## config.mk

```make
export PLATFORM = sky130hd
export DESIGN_NAME = kcl_ctrl
export DESIGN_NICKNAME = d
export VERILOG_FILES = /design/src/kcl_pkg.sv /design/src/kcl_ctrl.sv
export SDC_FILE = /design/constraint.sdc
export NUM_CORES = 1
export LEC_CHECK = 0
export BUFFER_PORTS_ARGS = -buffer_cell sky130_fd_sc_hd__buf_2
export CAP_MARGIN = 10
export CORE_AREA = 3 3 40 42
export CTS_BUF_LIST = sky130_fd_sc_hd__clkbuf_4 sky130_fd_sc_hd__clkbuf_8 sky130_fd_sc_hd__clkbuf_16
export CTS_CLUSTER_DIAMETER = 40
export DETAILED_ROUTE_END_ITERATION = 10
export DIE_AREA = 0 0 43 45
export PLACE_DENSITY = 0.38
export RECOVER_POWER = 50
export SLEW_MARGIN = 10
export SYNTH_ARGS = -nofsm -noshare
export SYNTH_HDL_FRONTEND = slang
export SYNTH_SLANG_ARGS = --single-unit
export TNS_END_PERCENT = 20
```

## constraint.sdc

```tcl
create_clock -name aclk -period 0.9 [get_ports aclk]
set_clock_uncertainty 0.2 [all_clocks]
set_input_delay 0.045 -clock aclk [delete_from_list [all_inputs] [get_ports aclk]]
set_output_delay 0.045 -clock aclk [all_outputs]
set_load 0.02 [all_outputs]
```

## src/kcl_pkg.sv

```systemverilog
// ----------------------------------------------------------------------------
// kcl_pkg: shared types and constants for the keyed concurrency limiter
// holds table sizing, status codes and the controller/datapath command bundle
// ----------------------------------------------------------------------------
`default_nettype none
package kcl_pkg;

    localparam int TableDepth  = 64;
    localparam int LimitBits   = 16;
    localparam int HandleBits  = 6;
    localparam int IdxBits     = $clog2(TableDepth);
    localparam int CountBits   = LimitBits + 1;
    localparam int RuleBits    = 32;
    localparam int DigestBits  = 64;

    localparam logic [CountBits-1:0] CountSat = CountBits'(1) << LimitBits;

    typedef enum logic [1:0] {
        ST_OK   = 2'd0,
        ST_OVER = 2'd1,
        ST_FULL = 2'd2,
        ST_FREE = 2'd3
    } status_t;

    typedef struct packed {
        logic load;    // capture the input beat
        logic update;  // apply the table update and form the result
    } kcl_cmd_t;

    typedef struct packed {
        logic res_valid;
    } kcl_stat_t;

endpackage
`default_nettype wire

```

## src/kcl_ctrl.sv

```systemverilog
// ----------------------------------------------------------------------------
// kcl_ctrl: handshake controller for the keyed concurrency limiter
// sequences capture, table update and result delivery
// ----------------------------------------------------------------------------
`default_nettype none
module kcl_ctrl (
    input  wire logic         aclk,
    input  wire logic         aresetn,
    input  wire logic         s_valid,
    output logic              s_ready,
    output logic              m_valid,
    input  wire logic         m_ready,
    output kcl_pkg::kcl_cmd_t cmd
);
    typedef enum logic [1:0] {
        S_IDLE = 2'b01,
        S_WORK = 2'b10
    } state_t;

    state_t state_reg, state_next;
    logic   mvalid_reg, mvalid_next;

    // a new beat may enter while a finished result waits, as long as the
    // result register frees before the update lands
    assign s_ready = (state_reg == S_IDLE);
    assign m_valid = mvalid_reg;

    always_comb begin
        state_next  = state_reg;
        mvalid_next = mvalid_reg;
        cmd.load    = 1'b0;
        cmd.update  = 1'b0;
        if (mvalid_reg && m_ready)
            mvalid_next = 1'b0;
        case (state_reg)
            S_IDLE: begin
                if (s_valid) begin
                    cmd.load   = 1'b1;
                    state_next = S_WORK;
                end
            end
            S_WORK: begin
                if (!mvalid_reg || m_ready) begin
                    cmd.update  = 1'b1;
                    mvalid_next = 1'b1;
                    state_next  = S_IDLE;
                end
            end
            default: state_next = S_IDLE;
        endcase
    end

    always_ff @(posedge aclk) begin
        if (!aresetn) begin
            state_reg  <= S_IDLE;
            mvalid_reg <= 1'b0;
        end else begin
            state_reg  <= state_next;
            mvalid_reg <= mvalid_next;
        end
    end
endmodule
`default_nettype wire

```

==> results.toml <==
[run_status]
status = "finished with violations"
violations = "negative hold slack, negative setup slack"

[critical_path]
max_stage_delay_ns = 0.35
critPathTopFamily = "flip-flops"
reg2regPathDepth = 3
crit_type = "register to output port"
crit-reg2reg-launch = "state_reg[1]"
worstPathRequired_ns = 0.65
timing.rr.end = "state_reg[1]"
cp-start-kind = "register"
slowest_stage = "dfxtp_4"
worstPathCellList = "and3b_2 -> buf_6"
crit_arrival_ns = 0.94
end_kind = "output port"
r2r_slack_ns = -0.28
cp_num_buf_inv = 1
cp_max_fo = 4

[finish]
drive_gt1_frac = 0.852
diodes = 0
fin_area_sq_um = 289
largest_reg_flops = 2
nNetsFinal = 32
area_delta_synth_final_pct = 129

[detailed_routing]
via_per_inst = 3.52
routed.top_layer = "met4"
drt_iter0_markers = 4
antenna_left = 0
detail_route.first_pass.iterations = 2
vias = 148
wl_met1_um = 168
wire_per_inst_um = 8.29
routed-wl-met3_um = 53
detail_route.wirelength_um = 348
route.met2.wl_um = 119
drc = 0

[synthesis]
synth-edff-count = 0
syn-num-nets = 16
synth_top_area_share = 0.475
yosysTopAreaCell = "dfxtp_1"
netlist_instances = 12
synth.distinct_cells = 8
synthMostInstantiatedCell = "dfxtp_1"
ys_seq_area_frac = 0.475
synth_area_sq_um = 126
ys_async_sr_fraction = 0
synth-seq-cells = 3
ys_top_cells_by_area = "dfxtp_1, and4bb_2, nand2b_1, nor2b_1, and3b_1"
yosys-top-cells-count = "dfxtp_1, nand2b_1, nor2b_1"
avgSynthCellArea_sq_um = 10.5
yosysWarnings = 0
ys.flop_type = "dfxtp_1"

[place]
placed_area_sq_um = 191
portBuffers = 7
place_congestion = 0.567

[clock_network]
cts_root_buf = "clkbuf_4"
cts.sinks = 3
cts_hold_buf = 1
clk-insertion-delay-late_ns = 0.23
cts_made_buffers = 3
clockBufferDepth = 2
cts_tree = "done"
clk_pin_slew_worst_paths_ns = 0.03
ctsHtreeMaxLevel = 1

[die]
die_height_um = 45
coreArea_sq_um = 1280
rows = 13
start_util = 0.0983
dieArea_sq_um = 1940
ios = 8
die_x_um = 43

[sta]
setup_viol = 7
worstMarginPinSlew_ns = 0.0921
finalHoldViolCount = 3
rsz0062_at_grt = "true"
fin_ws_ns = -0.287
period_needed_ns = 1.19
fin_crit_sh = 1.32
fmax_mhz = 843
final.hold.worst_slack_ns = -0.0998
timing.setup.tns_ns = -1.30
report.final.slew_viol_count = 0
max_slew_margin = 0.938

[grt]
grt_usage = 0.0591
antenna_found_initial = 0
grt_pass1_wl_um = 683
grt_max_degree = 5
grt_pass1_vias = 151
overflow = 0

[pwr]
leakagePower_nw = 0.138
power_density_nw_per_um2 = 1660
ir_drop_uv = 935

[min_path]
hp-start = "aresetn"
hold_end = "state_reg[0]"
hold_depth = 3
hold_class = "input pin to register"

[run]
max_cap_violations = 0
cell families (layout without fill, tap and decap cells):
kind of cell,count (synthesis),count (layout),share of synthesized area
simple gates,6,6,0.366
flops,3,3,0.475
buf+inv,0,15,0
compound gates,3,3,0.158
cells in the final DEF (no fill, tap or decap):
cell type	count
nand2b_4	1
o21a_1	1
buf_6	4
nor2b_4	1
and4bb_2	1
clkbuf_4	4
nand2b_1	1
o21ai_2	1
dfxtp_2	2
nor2b_1	1
a21boi_1	1
buf_2	4
dfxtp_4	1
buf_4	3
and3b_2	1
layer usage:
layer	track usage	vias to the layer above
met3	0.0717	2
met4	0.0542	0
li1	-	72
met2	0.0599	11
met1	0.0578	63
met5	0	-
worst min-delay path: cells and delay by family:
kind                   cells  cell delay [ns]
buffers and inverters      2             0.19
AOI/OAI and AO/OA          1             0.05
metrics by stage:
step,power [mW],worst slack (ns),util,std cells
2_1_floorplan,0.176,-0.154,-,12
3_3_place_gp,0.196,-0.142,0.149,35
3_5_place_dp,0.196,-0.160,0.149,35
4_1_cts,0.491,-0.297,0.211,41
5_1_grt,0.526,-0.336,0.225,42
6_report,0.481,-0.287,0.225,42
repair_timing:
item / in CTS / in global routing
gates cloned: 0 / 0
resized for setup: 10 / 5
hold endpoints to repair: 3 / 3
endpoints found under the setup margin: 6 / 7
setup buffers: 1 / 1
pin swaps: 1 / 0
worst max-delay path by stage:
| stage | slack (ns) | cells after the start | from | end |
|---|---|---|---|---|
| floorplan | -0.15 | 2 | state_reg[1] | state_reg[1] |
| global placement | -0.14 | 2 | state_reg[0] | state_reg[1] |
| CTS | -0.30 | 2 | state_reg[1] | cmd[1] |
| finish | -0.29 | 2 | state_reg[1] | cmd[1] |
| detailed placement | -0.16 | 2 | state_reg[0] | state_reg[1] |
| global route | -0.34 | 2 | state_reg[1] | cmd[1] |
cell type report:
cell class	count	area, sq um
clock buffers	4	30.0
fillers	144	996
well taps	15	18.8
multi-input cells	9	86.3
flip-flops and latches	3	66.3
repair buffers	11	87.6
where the power goes:
group	total, mW	internal [mW]	switching [mW]	leakage [nW]
clock	0.261	0.196	0.0652	0.0184
sequential	0.147	0.140	0.00642	0.0255
combinational	0.0733	0.0429	0.0303	0.0937
(Power assumes the default switching activity.)
